--- config.mk ---
export PLATFORM = sky130hd
export DESIGN_NAME = bof_ctrl
export DESIGN_NICKNAME = d
export VERILOG_FILES = /design/src/sv/bof_pkg.sv /design/src/sv/bof_ctrl.sv
export SDC_FILE = /design/constraint.sdc
export NUM_CORES = 1
export LEC_CHECK = 0
export BUFFER_PORTS_ARGS = -buffer_cell sky130_fd_sc_hd__buf_2
export CORE_MARGIN = 2
export CORE_UTILIZATION = 40
export DETAILED_ROUTE_END_ITERATION = 8
export MAX_ROUTING_LAYER = met4
export REMOVE_ABC_BUFFERS = 1
export SYNTH_ARGS = -nofsm -noshare
export SYNTH_HDL_FRONTEND = slang
export SYNTH_SLANG_ARGS = --single-unit
--- constraint.sdc ---
create_clock -name clk -period 4 [get_ports clk]
set_input_delay 0.8 -clock clk [delete_from_list [all_inputs] [get_ports clk]]
set_output_delay 0.8 -clock clk [all_outputs]
set_load 0.1 [all_outputs]
--- src/sv/bof_pkg.sv ---
// bof_pkg: shared types and constants of the bezier outline flattener
// holds register indexes, command codes, the configuration bundle and the vertex record
// no dependencies
package bof_pkg;

  localparam int MODE_W     = 2;
  localparam int STEP_W     = 7;
  localparam int DELTA_W    = 25;
  localparam int SCALE_W    = 16;
  localparam int ACC_W      = 64;
  localparam int NUM_W      = 16;
  localparam int VERT_W     = 32;
  localparam int CFG_IDX_W  = 3;
  localparam int CFG_DATA_W = 25;
  localparam int DELTA_FRAC = 24;
  localparam int OUT_SHIFT  = 30;
  localparam int OUT_DATA_W = 2 * VERT_W + NUM_W;

  localparam logic [STEP_W-1:0]  STEP_COUNT_RST   = 7'd16;
  localparam logic [DELTA_W-1:0] DELTA_LINEAR_RST = 25'd1048576;
  localparam logic [DELTA_W-1:0] DELTA_SQUARE_RST = 25'd65536;
  localparam logic [DELTA_W-1:0] DELTA_CUBE_RST   = 25'd4096;
  localparam logic [SCALE_W-1:0] OUTPUT_SCALE_RST = 16'd128;

  typedef enum logic [CFG_IDX_W-1:0] {
    REG_STEP_COUNT   = 3'd0,
    REG_DELTA_LINEAR = 3'd1,
    REG_DELTA_SQUARE = 3'd2,
    REG_DELTA_CUBE   = 3'd3,
    REG_OUTPUT_SCALE = 3'd4
  } cfg_reg_t;

  typedef enum logic [MODE_W-1:0] {
    MODE_MOVE  = 2'd0,
    MODE_LINE  = 2'd1,
    MODE_QUAD  = 2'd2,
    MODE_CUBIC = 2'd3
  } mode_t;

  typedef enum logic [1:0] {
    MUL_C = 2'd0,
    MUL_B = 2'd1,
    MUL_A = 2'd2
  } mul_sel_t;

  typedef enum logic [1:0] {
    ACC_NONE = 2'd0,
    ACC_C    = 2'd1,
    ACC_B    = 2'd2,
    ACC_A    = 2'd3
  } acc_op_t;

  typedef struct packed {
    logic [STEP_W-1:0]  step_count;
    logic [DELTA_W-1:0] delta_linear;
    logic [DELTA_W-1:0] delta_square;
    logic [DELTA_W-1:0] delta_cube;
    logic [SCALE_W-1:0] output_scale;
  } cfg_t;

  typedef struct packed {
    logic     load_in;
    logic     do_move;
    logic     coef_load;
    logic     mul_en;
    mul_sel_t mul_sel;
    acc_op_t  acc_op;
    logic     push_inner;
    logic     push_last;
  } dp_cmd_t;

  typedef struct packed {
    logic [ACC_W-1:0] fx;
    logic [ACC_W-1:0] fy;
    logic [NUM_W-1:0] number;
    logic             first;
    logic             last;
  } vtx_t;

endpackage

--- src/sv/bof_ctrl.sv ---
// bof_ctrl: command sequencer of the flattener
// walks moves, lines, curve setup, forward-difference stepping and end point; depends on bof_pkg
module bof_ctrl #(
  parameter int MAX_STEPS = 64
) (
  input  logic                        clk,
  input  logic                        rst,
  input  logic                        s_valid,
  output logic                        s_ready,
  input  logic [bof_pkg::MODE_W-1:0]  s_mode,
  input  logic [bof_pkg::STEP_W-1:0]  step_count,
  input  logic                        push_ready,
  output bof_pkg::dp_cmd_t            cmd
);

  localparam int CNT_W = $clog2(MAX_STEPS);

  typedef enum logic [5:0] {
    ST_IDLE = 6'b000001,
    ST_COEF = 6'b000010,
    ST_MUL  = 6'b000100,
    ST_MFIN = 6'b001000,
    ST_STEP = 6'b010000,
    ST_LAST = 6'b100000
  } state_t;

  state_t                     state, state_next;
  logic [CNT_W-1:0]           cnt, cnt_next;
  logic [1:0]                 mcnt, mcnt_next;
  logic [bof_pkg::STEP_W-1:0] steps_eff;
  logic [bof_pkg::STEP_W-1:0] inner_steps;
  logic                       accept;

  // zero steps acts as one, large counts clip to the build limit
  always_comb begin
    if (step_count == '0) begin
      steps_eff = bof_pkg::STEP_W'(1);
    end else if (step_count > bof_pkg::STEP_W'(MAX_STEPS)) begin
      steps_eff = bof_pkg::STEP_W'(MAX_STEPS);
    end else begin
      steps_eff = step_count;
    end
  end

  assign inner_steps = steps_eff - bof_pkg::STEP_W'(1);
  assign s_ready     = (state == ST_IDLE);
  assign accept      = s_valid && s_ready;

  always_comb begin
    cmd        = '0;
    state_next = state;
    cnt_next   = cnt;
    mcnt_next  = mcnt;
    case (state)
      ST_IDLE: begin
        if (accept) begin
          cmd.load_in = 1'b1;
          if (s_mode == bof_pkg::MODE_MOVE) begin
            cmd.do_move = 1'b1;
          end else if (s_mode == bof_pkg::MODE_LINE) begin
            state_next = ST_LAST;
          end else begin
            state_next = ST_COEF;
          end
        end
      end
      ST_COEF: begin
        cmd.coef_load = 1'b1;
        cnt_next      = inner_steps[CNT_W-1:0];
        mcnt_next     = 2'd0;
        state_next    = ST_MUL;
      end
      ST_MUL: begin
        // product of the previous cycle is folded in while the next one is formed
        cmd.mul_en = 1'b1;
        case (mcnt)
          2'd0: begin
            cmd.mul_sel = bof_pkg::MUL_C;
            cmd.acc_op  = bof_pkg::ACC_NONE;
          end
          2'd1: begin
            cmd.mul_sel = bof_pkg::MUL_B;
            cmd.acc_op  = bof_pkg::ACC_C;
          end
          default: begin
            cmd.mul_sel = bof_pkg::MUL_A;
            cmd.acc_op  = bof_pkg::ACC_B;
          end
        endcase
        mcnt_next = mcnt + 2'd1;
        if (mcnt == 2'd2) begin
          state_next = ST_MFIN;
        end
      end
      ST_MFIN: begin
        cmd.acc_op = bof_pkg::ACC_A;
        state_next = (cnt == '0) ? ST_LAST : ST_STEP;
      end
      ST_STEP: begin
        if (push_ready) begin
          cmd.push_inner = 1'b1;
          cnt_next       = cnt - CNT_W'(1);
          if (cnt == CNT_W'(1)) begin
            state_next = ST_LAST;
          end
        end
      end
      ST_LAST: begin
        if (push_ready) begin
          cmd.push_last = 1'b1;
          state_next    = ST_IDLE;
        end
      end
      default: begin
        state_next = ST_IDLE;
      end
    endcase
  end

  always_ff @(posedge clk) begin
    if (rst) begin
      state <= ST_IDLE;
      cnt   <= '0;
      mcnt  <= '0;
    end else begin
      state <= state_next;
      cnt   <= cnt_next;
      mcnt  <= mcnt_next;
    end
  end

endmodule

== Yosys cells after proc, flatten, opt, wreduce, memory -nomap -nowiden ==
Cells that the tools add are included.

* Output and inout port bits: 11
* Input port bits: 13
* Word-level logic and storage cells: 56
* Register bits: 14

* Add/subtract/negate cells: 3
* Reductions and logical operators: 9
* Mux-type cells: 24
* Equal/unequal tests: 16
* Order comparisons: 1

{| class="wikitable"
|+ Operator list
! operator !! number
|-
| 6-bit two-way mux || 11
|-
| 6-bit case mux with 6 select lines || 1
|-
| 6-bit by 1-bit equality test with 1-bit output (second input constant) || 2
|-
| 6-bit case mux with 2 select lines || 1
|-
| 6-bit by 1-bit subtractor with 6-bit output (second input constant) || 2
|-
| 2-bit inequality test (second input constant) || 5
|-
| 2-bit case mux with 2 select lines || 2
|-
| 4-bit case mux with 2 select lines || 1
|-
| 7-bit greater-than comparator (second input constant) || 1
|-
| 7-bit zero test || 1
|-
| 6-bit by 2-bit equality test with 1-bit output (second input constant) || 1
|-
| 6-bit by 3-bit equality test with 1-bit output (second input constant) || 1
|-
| 6-bit by 4-bit equality test with 1-bit output (second input constant) || 1
|-
| 6-bit by 5-bit equality test with 1-bit output (second input constant) || 1
|-
| 6-bit equality test (second input constant) || 1
|-
| 6-bit zero test || 1
|-
| 6-bit AND reduction || 1
|-
| 1-bit two-way mux || 5
|-
| 2-bit by 1-bit equality test with 1-bit output (second input constant) || 2
|-
| 2-bit zero test || 2
|-
| 2-bit two-way mux || 2
|-
| 2-bit nonzero test || 2
|-
| 3-bit two-way mux || 1
|-
| 2-bit by 1-bit adder with 2-bit output (second input constant) || 1
|-
| other kinds (4) || 4
|}

== Logic depth before layout (Yosys ltp) ==
* Word-level depth: 5
* Mapped depth: 8
* Gate-level depth less buffers: 8

== Least setup slack after synthesis ==
No wires, ideal clock.

* Kind: flip-flop to output port
* Start: reg state[5]
* End: out cmd[8] (netlist bit)
* Stages on the path, launching flop included: 5
* Required time: 3200 ps
* Path slack: -2352 ps
* Data arrival time: 5552 ps
* Path buffers: 0
* Path through: dfxtp_1 or4_4 nor2_1 and2_1 nor3b_1

{| class="wikitable"
|+ RTL lines
! element !! RTL line !! source
|-
| from (decl) || bof_ctrl.sv:27 || <nowiki>state_t state, state_next;</nowiki>
|-
| from (signal assigned) || bof_ctrl.sv:126 || <nowiki>state <= state_next;</nowiki>
|-
| to (decl) || bof_ctrl.sv:13 || <nowiki>output bof_pkg::dp_cmd_t cmd</nowiki>
|}

==> flow_metrics.py <==
metrics = {
    "outcome": {
        "status": "completed",
    },
    "global_route": {
        "overflow": 0,
        "antenna_found_initial": 0,
        "top_usage_layer": "met2",
        "grt_start_max_net_pins": 15,
        "grt_usage_pct": 16.8,
        "use_met3_pct": 2.58,
        "grt_pass1_vias": 929,
        "grt_pass1_wl_mm": 4.14,
        "grtUsageMet2_pct": 24.0,
        "grtUsageMet1_pct": 23.7,
    },
    "detailed_routing": {
        "postRouteAntennaNets": 0,
        "wire_per_inst_um": 13.5,
        "routed_wl_mm": 2.53,
        "drt_iter0_drc": 20,
        "vias": 1045,
        "drcViolationCount": 0,
        "dr.pass1.iters": 5,
        "viasPerCell": 5.56,
    },
    "setup_path": {
        "critical_path_buf_inv_count": 1,
        "slowest_delay_ns": 0.60,
        "cp_slowest_cell": "or4_4",
        "reg2reg_from": "state[5]$_SDFFE_PP0P_",
        "cp-startpoint": "state[5]$_SDFFE_PP0P_",
        "path_depth": 5,
        "crit_required_ns": 3.20,
        "critical_path.endpoint_type": "output pin",
        "r2r-end": "cnt[0]$_SDFFE_PP0P_",
        "arrival_ns": 2.30,
        "path_class": "reg -> out",
        "crit_path_max_fanout": 7,
        "reg2reg_depth": 5,
        "worstPathCellList": "or4_4 -> nor2_1 -> and2_1 -> nor3b_1 -> buf_2",
        "cp-start-kind": "register",
        "regToRegSetupSlack_ns": 1.95,
        "crit_end": "cmd[8]",
        "critPathTopFamily": "simple AND/OR/NAND/NOR gates",
    },
    "yosys": {
        "synth_compound_area_share_pct": 20.4,
        "syn-instance-count": 136,
        "synth.distinct_cells": 43,
        "post_synth_xor_area_fraction_pct": 2.51,
        "synth.top_cell.area_share_pct": 26.7,
        "synthMuxAreaShare_pct": 3.82,
        "synth_simple_gate_area_share_pct": 32.0,
        "avgSynthCellArea_sq_um": 7.71,
        "ys.flop_type": "dfxtp_1",
        "synth.top_cells.by_area": "dfxtp_1 (27%), ha_1 (8.4%), nor2_1 (5.4%), nand2_1 (5.0%), a21oi_1 (4.8%)",
        "synth_warnings": 0,
        "syn_area_sq_um": 1050,
        "ys_seq_area_share_pct": 26.7,
        "synth_top_cell_by_area": "dfxtp_1",
        "synth_fa_ha_area_share_pct": 8.35,
        "synth-edff-count": 0,
        "synth_top_family_by_area": "simple AND/OR/NAND/NOR gates",
        "synth-seq-cells": 14,
        "synth-async-reset-ratio_pct": 0,
    },
    "power": {
        "power_uw": 474,
        "ir_drop_uv": 271,
        "power_density_nw_per_um2": 394,
        "p_leak_uw": 0.000534,
    },
    "timing": {
        "max-slew-margin-rel_pct": 56.2,
        "holdWs_ns": 0.493,
        "final-hold-violation-count": 0,
        "rsz0062_at_grt": "false",
        "period_minus_slack_ns": 3.10,
        "fin_skew_ns": 0.0101,
        "setup_violations": 0,
        "worstMarginPinSlew_ns": 0.651,
        "fmax_mhz": 323,
        "report.final.slew_viol_count": 0,
        "fin_crit_sh_pct": 77.4,
    },
    "clock_tree": {
        "cts_buffers": 3,
        "cts_root_buf": "clkbuf_4",
        "ctsHoldBuffers": 0,
        "clk_path_buf_depth": 2,
        "post_cts_buffers": 0,
        "clk-insertion-delay-late_ns": 0.28,
        "clk_pin_slew_ns": 0.09,
        "ctsResizeCount": 0,
        "cts_htree_levels": 1,
        "cts_sinks": 14,
        "tritoncts": "done",
    },
    "placement": {
        "routabilityCongestion": 0.925,
        "dpl.hpwl_mm": 1.92,
        "numPortBuffers": 23,
    },
    "die": {
        "rows": 18,
        "dieArea_sq_um": 3050,
        "dieWidth_um": 55.2,
        "initial_utilization_pct": 42.3,
        "core_sq_um": 2480,
        "die_h_um": 55.2,
        "io_pins": 24,
    },
    "run": {
        "cap_violations": 0,
    },
    "finish": {
        "drive_above_1_share_pct": 20.9,
        "nets": 180,
        "diodes": 0,
        "area.growth.synth_to_final_pct": 14.8,
    },
    "min_path": {
        "hold_path.class": "reg -> reg",
    },
}
[synth_stat cells (2+ instances only)]
cell      number
nor2_1        15
dfxtp_1       14
nand2_1       14
a21oi_1       10
inv_1         10
nor3_1         8
ha_1           7
mux2i_1        4
o21ai_1        4
a31oi_1        3
nor4_1         3
xnor2_1        3
a22oi_1        2
and2_1         2
buf_4          2
clkbuf_1       2
nand3b_1       2
nor3b_1        2
o21a_1         2
o31ai_1        2
or3_1          2
or4_4          2
[state kept, by name, summed over array words and instances, names as in the netlist]
register,count
mcnt,2
state,6
cnt,6
[area by class of cell]
class	instances	area (sq um)
Tap cell	30	37.5
Multi-Input combinational cell	107	703
Clock buffer	3	22.5
Sequential cell	14	280
Timing Repair Buffer	24	123
Inverter	10	37.5
Fill cell	257	1270
[cells in the final DEF, fill, tap and decap left out, types with 2 or more instances in the layout]
cell type  instances
nor3_1             8
and2_1             2
mux2i_1            4
a21oi_1           10
a22oi_1            2
buf_2             23
nand2_1           14
inv_1             10
or4_4              2
nor2_1            15
nand3b_1           2
a31oi_1            3
or3_1              2
o21a_1             2
xnor2_1            3
o21ai_1            4
nor3b_1            2
dfxtp_1           14
nor4_1             3
clkbuf_4           3
ha_1               7
o31ai_1            2
[worst reg2reg max path, stage by stage (launching register included)]
cell and delay (ns):
dfxtp_1 0.39, or4_4 0.60, nor3b_4 0.43, a21oi_2 0.15, a221oi_1 0.31, nor2_1 0.07
[cells by family after synthesis]
logic type,after synthesis
simple gates,60
fa+ha+maj,7
compound gates,33
flops,14
mux,4
xor+xnor,3
buf+inv,15
[power breakdown]
| group | total [uW] | internal [uW] | switching (uW) |
|---|---|---|---|
| combinational | 229 | 67.5 | 161 |
| sequential | 167 | 152 | 15.1 |
| clock | 79.0 | 34.8 | 44.2 |
[worst min path at each step]
| stage | slack, ns | startpoint | end | cells after the start |
|---|---|---|---|---|
| global placement | 0.48 | cnt[5]$_SDFFE_PP0P_ | cnt[5]$_SDFFE_PP0P_ | 2 |
| finish | 0.49 | cnt[5]$_SDFFE_PP0P_ | cnt[5]$_SDFFE_PP0P_ | 2 |
| CTS | 0.50 | cnt[5]$_SDFFE_PP0P_ | cnt[5]$_SDFFE_PP0P_ | 2 |
| floorplan | 0.45 | cnt[5]$_SDFFE_PP0P_ | cnt[5]$_SDFFE_PP0P_ | 2 |
| global route | 0.53 | cnt[5]$_SDFFE_PP0P_ | cnt[5]$_SDFFE_PP0P_ | 2 |
| detailed placement | 0.48 | cnt[5]$_SDFFE_PP0P_ | cnt[5]$_SDFFE_PP0P_ | 2 |
[routing by layer]
layer / vias up / wire length [um] / part of all wire (%)
met1: 474 / 1290 / 51
met2: 34 / 1070 / 42
met3: 4 / 130 / 5.1
met4: 0 / 39 / 1.5
met5: - / 0 / 0
li1: 533 / - / -
[through the flow]
stage / util (%) / cell area, sq um / TNS, ns / cells / worst slack (ns)
floorplan: - / 1020 / -2.51 / 131 / -2.35
global placement: 47.7 / 1180 / 0 / 185 / 1.28
detailed placement: 47.7 / 1180 / 0 / 185 / 1.20
CTS: 48.6 / 1200 / 0 / 188 / 0.893
global route: 48.6 / 1200 / 0 / 188 / 0.762
finish: 48.6 / 1200 / 0 / 188 / 0.903
(Power assumes the default switching activity.)
