[src/sv/bof_pkg.sv]
// bof_pkg: shared types and constants of the bezier outline flattener
// holds register indexes, command codes, the configuration bundle and the vertex record
// no dependencies
package bof_pkg;

  localparam int MODE_W     = 2;
  localparam int STEP_W     = 7;
  localparam int DELTA_W    = 25;
  localparam int SCALE_W    = 16;
  localparam int ACC_W      = 64;
  localparam int NUM_W      = 16;
  localparam int VERT_W     = 32;
  localparam int CFG_IDX_W  = 3;
  localparam int CFG_DATA_W = 25;
  localparam int DELTA_FRAC = 24;
  localparam int OUT_SHIFT  = 30;
  localparam int OUT_DATA_W = 2 * VERT_W + NUM_W;

  localparam logic [STEP_W-1:0]  STEP_COUNT_RST   = 7'd16;
  localparam logic [DELTA_W-1:0] DELTA_LINEAR_RST = 25'd1048576;
  localparam logic [DELTA_W-1:0] DELTA_SQUARE_RST = 25'd65536;
  localparam logic [DELTA_W-1:0] DELTA_CUBE_RST   = 25'd4096;
  localparam logic [SCALE_W-1:0] OUTPUT_SCALE_RST = 16'd128;

  typedef enum logic [CFG_IDX_W-1:0] {
    REG_STEP_COUNT   = 3'd0,
    REG_DELTA_LINEAR = 3'd1,
    REG_DELTA_SQUARE = 3'd2,
    REG_DELTA_CUBE   = 3'd3,
    REG_OUTPUT_SCALE = 3'd4
  } cfg_reg_t;

  typedef enum logic [MODE_W-1:0] {
    MODE_MOVE  = 2'd0,
    MODE_LINE  = 2'd1,
    MODE_QUAD  = 2'd2,
    MODE_CUBIC = 2'd3
  } mode_t;

  typedef enum logic [1:0] {
    MUL_C = 2'd0,
    MUL_B = 2'd1,
    MUL_A = 2'd2
  } mul_sel_t;

  typedef enum logic [1:0] {
    ACC_NONE = 2'd0,
    ACC_C    = 2'd1,
    ACC_B    = 2'd2,
    ACC_A    = 2'd3
  } acc_op_t;

  typedef struct packed {
    logic [STEP_W-1:0]  step_count;
    logic [DELTA_W-1:0] delta_linear;
    logic [DELTA_W-1:0] delta_square;
    logic [DELTA_W-1:0] delta_cube;
    logic [SCALE_W-1:0] output_scale;
  } cfg_t;

  typedef struct packed {
    logic     load_in;
    logic     do_move;
    logic     coef_load;
    logic     mul_en;
    mul_sel_t mul_sel;
    acc_op_t  acc_op;
    logic     push_inner;
    logic     push_last;
  } dp_cmd_t;

  typedef struct packed {
    logic [ACC_W-1:0] fx;
    logic [ACC_W-1:0] fy;
    logic [NUM_W-1:0] number;
    logic             first;
    logic             last;
  } vtx_t;

endpackage

[src/sv/bof_cfg.sv]
// bof_cfg: configuration register file of the flattener
// depends on bof_pkg
module bof_cfg (
  input  logic                           clk,
  input  logic                           rst,
  input  logic                           cfg_valid,
  output logic                           cfg_ready,
  input  logic [bof_pkg::CFG_IDX_W-1:0]  cfg_index,
  input  logic [bof_pkg::CFG_DATA_W-1:0] cfg_data,
  output bof_pkg::cfg_t                  cfg
);

  assign cfg_ready = 1'b1;

  always_ff @(posedge clk) begin
    if (rst) begin
      cfg.step_count   <= bof_pkg::STEP_COUNT_RST;
      cfg.delta_linear <= bof_pkg::DELTA_LINEAR_RST;
      cfg.delta_square <= bof_pkg::DELTA_SQUARE_RST;
      cfg.delta_cube   <= bof_pkg::DELTA_CUBE_RST;
      cfg.output_scale <= bof_pkg::OUTPUT_SCALE_RST;
    end else if (cfg_valid && cfg_ready) begin
      case (bof_pkg::cfg_reg_t'(cfg_index))
        bof_pkg::REG_STEP_COUNT: begin
          cfg.step_count <= cfg_data[bof_pkg::STEP_W-1:0];
        end
        bof_pkg::REG_DELTA_LINEAR: begin
          cfg.delta_linear <= cfg_data[bof_pkg::DELTA_W-1:0];
        end
        bof_pkg::REG_DELTA_SQUARE: begin
          cfg.delta_square <= cfg_data[bof_pkg::DELTA_W-1:0];
        end
        bof_pkg::REG_DELTA_CUBE: begin
          cfg.delta_cube <= cfg_data[bof_pkg::DELTA_W-1:0];
        end
        bof_pkg::REG_OUTPUT_SCALE: begin
          cfg.output_scale <= cfg_data[bof_pkg::SCALE_W-1:0];
        end
        default: begin
        end
      endcase
    end
  end

endmodule

[config.mk]
export PLATFORM = sky130hd
export DESIGN_NAME = bof_cfg
export DESIGN_NICKNAME = d
export VERILOG_FILES = /design/src/sv/bof_pkg.sv /design/src/sv/bof_cfg.sv
export SDC_FILE = /design/constraint.sdc
export NUM_CORES = 1
export LEC_CHECK = 0
export BUFFER_PORTS_ARGS = -buffer_cell sky130_fd_sc_hd__clkbuf_2
export CAP_MARGIN = 20
export CORE_ASPECT_RATIO = 1.4
export CORE_UTILIZATION = 45
export DETAILED_ROUTE_END_ITERATION = 8
export GPL_TIMING_DRIVEN = 0
export PLACE_DENSITY = 0.72
export SYNTH_ARGS = -nofsm -noshare
export SYNTH_HDL_FRONTEND = slang
export SYNTH_SLANG_ARGS = --single-unit
[constraint.sdc]
create_clock -name clk -period 1.4 [get_ports clk]
set_input_delay 0.28 -clock clk [delete_from_list [all_inputs] [get_ports clk]]
set_output_delay 0.28 -clock clk [all_outputs]
set_load 0.01 [all_outputs]
# [Yosys cells after proc, flatten, opt, wreduce, memory -nomap -nowiden]
# Index checks and enable logic that the tools add are counted.
[totals] regBits=98 output_inout_bits=99 wordCells=15
[op_classes] eq_ne=4 n_reduce_logical=6
[ops] cell="2-bit AND reduction" n=5
[ops] cell="3-bit by 2-bit equality test with 1-bit output (second input constant)" n=2
[ops] cell="3-bit by 1-bit equality test with 1-bit output (second input constant)" n=1
[ops] cell="3-bit equality test (second input constant)" n=1
[ops] cell="3-bit logical NOT" n=1

# [Longest topological paths before layout]
# Gate-level depths: netlist of run 1.
[depth] word_depth=2 depth_mapped=5

# [Least setup slack after synthesis of run 1]
# No wires, ideal clock.
[synth_timing] path_type="input to register" startpoint="input cfg_index[0] (netlist name)" endpoint="register cfg[91] (netlist name)" arrival_time_ps=1049 setup_slack_ps=229 path_stages=3 cell_sequence="or4b_4 buf_6 mux2i_1"
[synth_via] elab_chain_cells=2
[synth_lines] element="from (decl)" line="bof_cfg.sv:8" rtl="input logic [bof_pkg::CFG_IDX_W-1:0] cfg_index,"
[synth_lines] element="3-bit logical NOT" line="bof_cfg.sv:23" rtl="case (bof_pkg::cfg_reg_t'(cfg_index))"
[synth_lines] element="2-bit AND reduction (no line)"
[synth_lines] element="to (decl)" line="bof_cfg.sv:10" rtl="output bof_pkg::cfg_t cfg"
# Every way passes these cells.
# A chain may end at the register's enable or synchronous reset.

# [Final worst setup path of run 1]
[layout_timing] startpoint="register cfg[95] (netlist name)" endpoint="output cfg[95] (netlist name)"
# No word-level cell between the ends.

==> results of run 1 <==
[cells by family after synthesis]
kind of cell	after synthesis	share of synthesized area
buffers and inverters	27	0.0358
flip-flops	98	0.497
multiplexers	98	0.249
other	1	0.000951
AND/OR/NAND/NOR	135	0.217
[final timing paths]
kind	from	endpoint	slack, ps	depth (start not counted)
setup / recovery	cfg[95]	cfg[95]	280	1
hold reg to reg	cfg[90]	cfg[90]	470	2
hold / removal	cfg_data[7]	cfg[7]	230	3
setup reg to reg	cfg[45]	cfg[45]	770	2
[layer usage]
layer  vias up  GRT usage  wire [um]
met3        15     0.0629        482
met1      1375      0.254       4070
li1       1458          -          -
met2        81      0.370       4670
met4         0     0.0833        171
met5         -          0          0
[area by class of cell]
type                       count  area [um^2]
tap                          105          131
timing repair buffer         127          636
clock inverter                 2         12.5
clock buffer                  14          254
buffer                        27          141
sequential                    98         1960
fill                         770         3580
multi-input combinational    234         1840
[cell usage in the layout (no fill, tap or decap), drive strengths merged]
cell type and n:
conb 1, mux2i 98, or4b 1, buf 15
nand4bb 3, nor2 10, dfxtp 98, clkinv 1
and4bb 2, nand4b 1, nand2b 118, clkbuf 153
clkinvlp 1
[through the flow]
stage	power, uW	instances
after floorplan	3210	359
after global placement	3390	591
after detailed placement	3400	591
after CTS	5620	607
after global routing	5770	607
final	5570	607
[where the power goes]
| group | internal [uW] | switching, uW |
|---|---|---|
| logic | 210 | 241 |
| registers | 2850 | 32.9 |
| clock network | 1250 | 978 |
| total | 4310 | 1250 |
[synthesized netlist by cell type]
cell type / count / area share
nand2b_1: 118 / 0.19
dfxtp_1: 98 / 0.50
mux2i_1: 98 / 0.25
clkbuf_1: 12 / 0.011
nor2_1: 10 / 0.0095
buf_2: 8 / 0.010
buf_4: 6 / 0.011
nand4bb_1: 3 / 0.0086
and4bb_1: 1 / 0.0032
and4bb_2: 1 / 0.0032
buf_6: 1 / 0.0029
conb_1: 1 / 0.00095
nand4b_1: 1 / 0.0022
or4b_4: 1 / 0.0035
==> results by group, run 1 <==
CTS
  • Post-CTS Setup Inserts: 0
  • Hold Buf Count CTS: 0
  • CTS Buf Count: 9
  • Root buffer selected by CTS: clkbuf_16
  • CTS resizes: 0
  • Clk buf depth: 2
  • Clk_lat worst skew: 330 ps
  • H-tree depth: 3
  • CTS tree: built
  • CTS clock-pin slew for the worst setup and hold paths: 60 ps
  • CTS Sinks: 98

Synth
  • Syn_nets: 390
  • Netlist cell types: 14
  • Sequential fraction of the synthesis area: 0.497
  • Syn Inst Count: 359
  • Synthesis Warnings: 0
  • Avg Inst Size Synth: 11.0 um^2
  • Synthesized area: 3950 um^2
  • Number of synthesized register bits: 98

Critical path
  • CP max stage cell: dfxtp_1
  • CP Data Required Time: 1120 ps
  • Critical path's top delay family: flip-flops
  • Critical path type: reg -> out
  • Crit path arrival time: 840 ps
  • CP Max Fanout: 2
  • CP max stage delay: 370 ps
  • CP Launch Type: flip-flop
  • Worst path buffer plus inverter count: 1
  • Cell Chain, Critical Path: clkbuf_2
  • Critical Path End Type: output port

Floorplan
  • Ports: 130
  • Die area: 9150 um^2
  • Row count: 40
  • Die X: 81.1 um
  • Initial Util: 0.461
  • Area of the core: 8560 um^2
  • Die Y: 113 um

Power
  • Pwr/cell area: 1120 nW/um^2
  • Peak supply drop: 0.787 mV
  • Static Leak: 0.00252 uW

STA
  • Setup violations, final: 0
  • Hold WS: 225 ps
  • Clk_skew: 0 ps
  • Slew of the pin with the lowest slew margin: 502 ps
  • Peak Freq: 0.892 GHz
  • Setup TNS: 0 ps
  • Endpoints failing hold: 0
  • Fin crit share: 0.801
  • Worst rel slew slack: 0.666
  • RSZ-0062 raised after global routing: false
  • Final slew viol count: 0
  • Final worst slack: 279 ps
  • Clock period minus worst slack: 1120 ps

Place
  • Area after DPL: 4710 um^2
  • HPWL Detailed: 6.83 mm
  • PortBufs: 127
  • Dpl ws: -52.2 ps
  • GPL Wtd Cong: 0.764

GRT
  • Largest net degree at the start of global routing: 15
  • Total global routing overflow: 0
  • Vias in the first global route: 2950
  • Initial antenna violation count: 0
  • GRT Util Overall: 0.218
  • First-pass GRT wire length: 14.8 mm

Drt
  • Vias: 2929
  • TritonRoute pass-1 iters: 4
  • Routed wire per std cell: 15.5 um
  • Post-Route WL: 9.39 mm
  • Antenna Nets Post-Route: 0
  • DRC: 0
  • Iteration-0 DRC Markers: 104
  • DR vias/cell: 4.83

Status
  • Status: complete, no violations

Final layout
  • Final Util: 0.582
  • N_diodes: 0
  • Area Growth Syn to Fin: 26.2%
  • Layout Nets: 528
  • Max reg flops: 98
  • Finished layout cell area: 4980 um^2
  • Layout cell share with drive strength beyond 1: 0.311
  • Regs by FF count: cfg (98)
  • Most flop-heavy register: cfg

Run
  • Max-Cap Viols: 0

Min path
  • Min-delay worst type: in -> reg
No activity file was read; power rests on OpenSTA's default activity.
==> inputs of run 2 (changes only) <==
ABC_AREA = 1   (was not set)
clock period = 1.1 ns   (was 1.4 ns; I/O delays follow)
==> run 2 against run 1 <==
  * Synthesized cell count is 59% higher
  * Register-to-register slack got worse by 300 ps
  * First-iteration DRC count grew to 3.3 times the previous value
  * Utilization increased by 1.1 points
  * Synthesized area grew 1.4%
  * Setup slack got worse by 270 ps
  * Sequential power is 30% higher
  * Total power increased by 44%
  * Wire length is 20% higher
  * Critical endpoint is now cfg[39]
==> results by group, run 2 <==
Status
  • Status: complete, no violations

CTS
  • Clk buf depth: 2 (unchanged)
  • CTS tree: built
  • CTS resizes: 0 (unchanged)
  • Hold Buf Count CTS: 0 (unchanged)
  • Root buffer selected by CTS: clkbuf_16
  • CTS clock-pin slew for the worst setup and hold paths: 70 ps (about the same)
  • CTS Buf Count: 9 (unchanged)
  • Clk_lat worst skew: 350 ps (+20 ps)
  • H-tree depth: 3 (unchanged)
  • CTS Sinks: 98 (unchanged)
  • Post-CTS Setup Inserts: 0 (unchanged)

Final layout
  • Most flop-heavy register: cfg
  • Fin cells: 820 (+35%)
  • Layout cell share with drive strength beyond 1: 0.259 (-0.0520)
  • Most frequent standard cell in the layout excluding fill and tap cells: nor2_1
  • Max reg flops: 98 (unchanged)
  • Final Util: 0.593 (+0.0110)
  • Layout Nets: 741 (+40%)
  • Commonest non-fill, non-tap cells in the layout: nor2_1, clkbuf_2, nand2_1, nand3_1, dfxtp_1
  • N_diodes: 0 (unchanged)
  • Regs by FF count: cfg (98)
  • Area Growth Syn to Fin: 27.6%

Synth
  • Prevailing post-synth register cell: dfxtp_1
  • Synth top area cells: dfxtp_1, nor2_1, nand3_1
  • Avg Inst Size Synth: 7.01 um^2 (-36%)
  • Synthesis Warnings: 0 (unchanged)
  • Syn_nets: 602 (+54%)
  • Yosys top cell area share: 0.490 (-0.00684)
  • Post-synth EDFFs: 0 (unchanged)
  • Syn Inst Count: 571 (+59%)
  • Number of synthesized register bits: 98 (unchanged)
  • Sequential fraction of the synthesis area: 0.490 (-0.00684)
  • Netlist cell types: 16 (+2)
  • Synthesized area: 4000 um^2 (+1.4%)
  • Async set or reset register ratio after synthesis: 0 (unchanged)
  • Top post-synthesis cells by count: nor2_1, nand2_1, dfxtp_1, nand3_1, inv_1
  • Dominant cell by count in the synthesized netlist: nor2_1
  • Dominant cell type by area after synthesis: dfxtp_1

Drt
  • Iteration-0 DRC Markers: 344 (+230%)
  • DRC: 0 (unchanged)
  • Vias: 4067 (+39%)
  • Routed wire per std cell: 13.8 um (-11%)
  • Antenna Nets Post-Route: 0 (unchanged)
  • TritonRoute pass-1 iters: 5 (+1)
  • DR vias/cell: 4.96 (+2.8%)
  • Post-Route WL: 11.3 mm (+20%)

STA
  • Setup violations, final: 0 (unchanged)
  • Endpoints failing hold: 0 (unchanged)
  • Clk_skew: 0 ps (unchanged)
  • Final slew viol count: 0 (unchanged)
  • Worst rel slew slack: 0.643 (-0.0228)
  • Slew of the pin with the lowest slew margin: 536 ps (+34.2 ps)
  • RSZ-0062 raised after global routing: false
  • Fin crit share: 0.993
  • Clock period minus worst slack: 1090 ps
  • Peak Freq: 0.915 GHz

GRT
  • GRT Util Overall: 0.252 (+0.0338)
  • First-pass GRT wire length: 17.3 mm (+17%)
  • Vias in the first global route: 3682 (+25%)
  • Largest net degree at the start of global routing: 16 (+1)
  • Total global routing overflow: 0 (unchanged)
  • Initial antenna violation count: 0 (unchanged)

Critical path
  • CP max stage cell: dfxtp_1
  • Crit path arrival time: 870 ps (+30 ps)
  • CP Data Required Time: 880 ps (-240 ps)
  • CP Launch Type: flip-flop
  • Worst path buffer plus inverter count: 1 (unchanged)
  • CP Max Fanout: 2 (unchanged)
  • Cell Chain, Critical Path: clkbuf_2
  • Critical Path End Type: output port
  • Critical path type: reg -> out
  • CP max stage delay: 370 ps (about the same)
  • Critical path's top delay family: flip-flops

Power
  • Pwr/cell area: 1570 nW/um^2 (+40%)
  • Static Leak: 0.00254 uW (+0.61%)
  • Peak supply drop: 1.02 mV (+30%)
  • Power, Total: 8010 uW (+44%)

Floorplan
  • Die Y: 114 um (+0.68%)
  • Die X: 81.7 um (+0.68%)
  • Initial Util: 0.465 (+0.00372)
  • Row count: 40 (unchanged)
  • Area of the core: 8610 um^2 (+0.58%)
  • Ports: 130 (unchanged)
  • Die area: 9280 um^2 (+1.4%)

Min path
  • Min-delay worst type: in -> reg

Run
  • Max-Cap Viols: 0 (unchanged)

Place
  • GPL Wtd Cong: 0.819 (+7.2%)
  • # placed instances: 804 (+36%)
  • HPWL Detailed: 8.43 mm (+23%)
  • PortBufs: 128 (+0.79%)
[run 2: cell types whose count changed in the layout (fill, tap and decap cells not counted), sizes merged, moves of 3 or more]
cell,delta
buf,+18
clkbuf,-10
inv,+32
mux2i,-98
nand2,+110
nand2b,-118
nand3,+98
nand4bb,-3
nor2,+185
[run 2: worst paths after layout]
| path | startpoint | to | slack (ps) | depth (start not counted) |
|---|---|---|---|---|
| worst min register to register | cfg[81] | cfg[81] | 480 | 2 |
| worst max-delay path | cfg[39] | cfg[39] | 7 | 1 |
| worst min-delay path | cfg_data[4] | cfg[95] | 90 | 3 |
| worst max register to register | cfg[40] | cfg[40] | 470 | 2 |
[run 2: kinds of logic (layout without fill, tap and decap cells)]
family                 count (synthesis)  count (layout)  synth area share
buffers and inverters                 67             211            0.0860
other                                  1               1          0.000937
AO/OA/AOI/OAI                          2               2           0.00250
flip-flops                            98              98             0.490
AND/OR/NAND/NOR                      403             403             0.420
[run 2: layout make-up]
type                    count  area (um^2)
well taps                 105          131
flip-flops and latches     98         1960
fillers                   855         3510
clock inverters             3         45.0
plain buffers              35          226
inverters                  32          120
repair buffers            128          641
clock buffers              13          280
multi-input cells         406         1690
[run 2: where the power goes]
group,switching (uW),internal (uW)
logic,578,322
registers,69.0,3670
clock network,1350,2010
[run 2: per-stage QoR]
stage                     setup WS (ps)  setup TNS, ps  hold slack (ps)  area (um^2)
after floorplan                     142              0              333         4000
after global placement             -251          -9670              453         4770
after detailed placement           -289         -12710              449         4770
after CTS                          6.46              0             84.6         5100
after global routing               2.37              0              117         5100
final                              7.50              0             85.4         5100
[run 2: metal layers]
metal  track usage  vias up  routed length (um)
met5             0        -                   0
li1              -     2046                   -
met2         0.413      139                5610
met3        0.0504       37                 670
met1         0.291     1845                4510
met4         0.164        0                 501
[run 2: tightest hold or removal path, delay by kind of cell]
kind                   cells  cell delay, ps
AND/OR/NAND/NOR            2             100
buffers and inverters      1              90
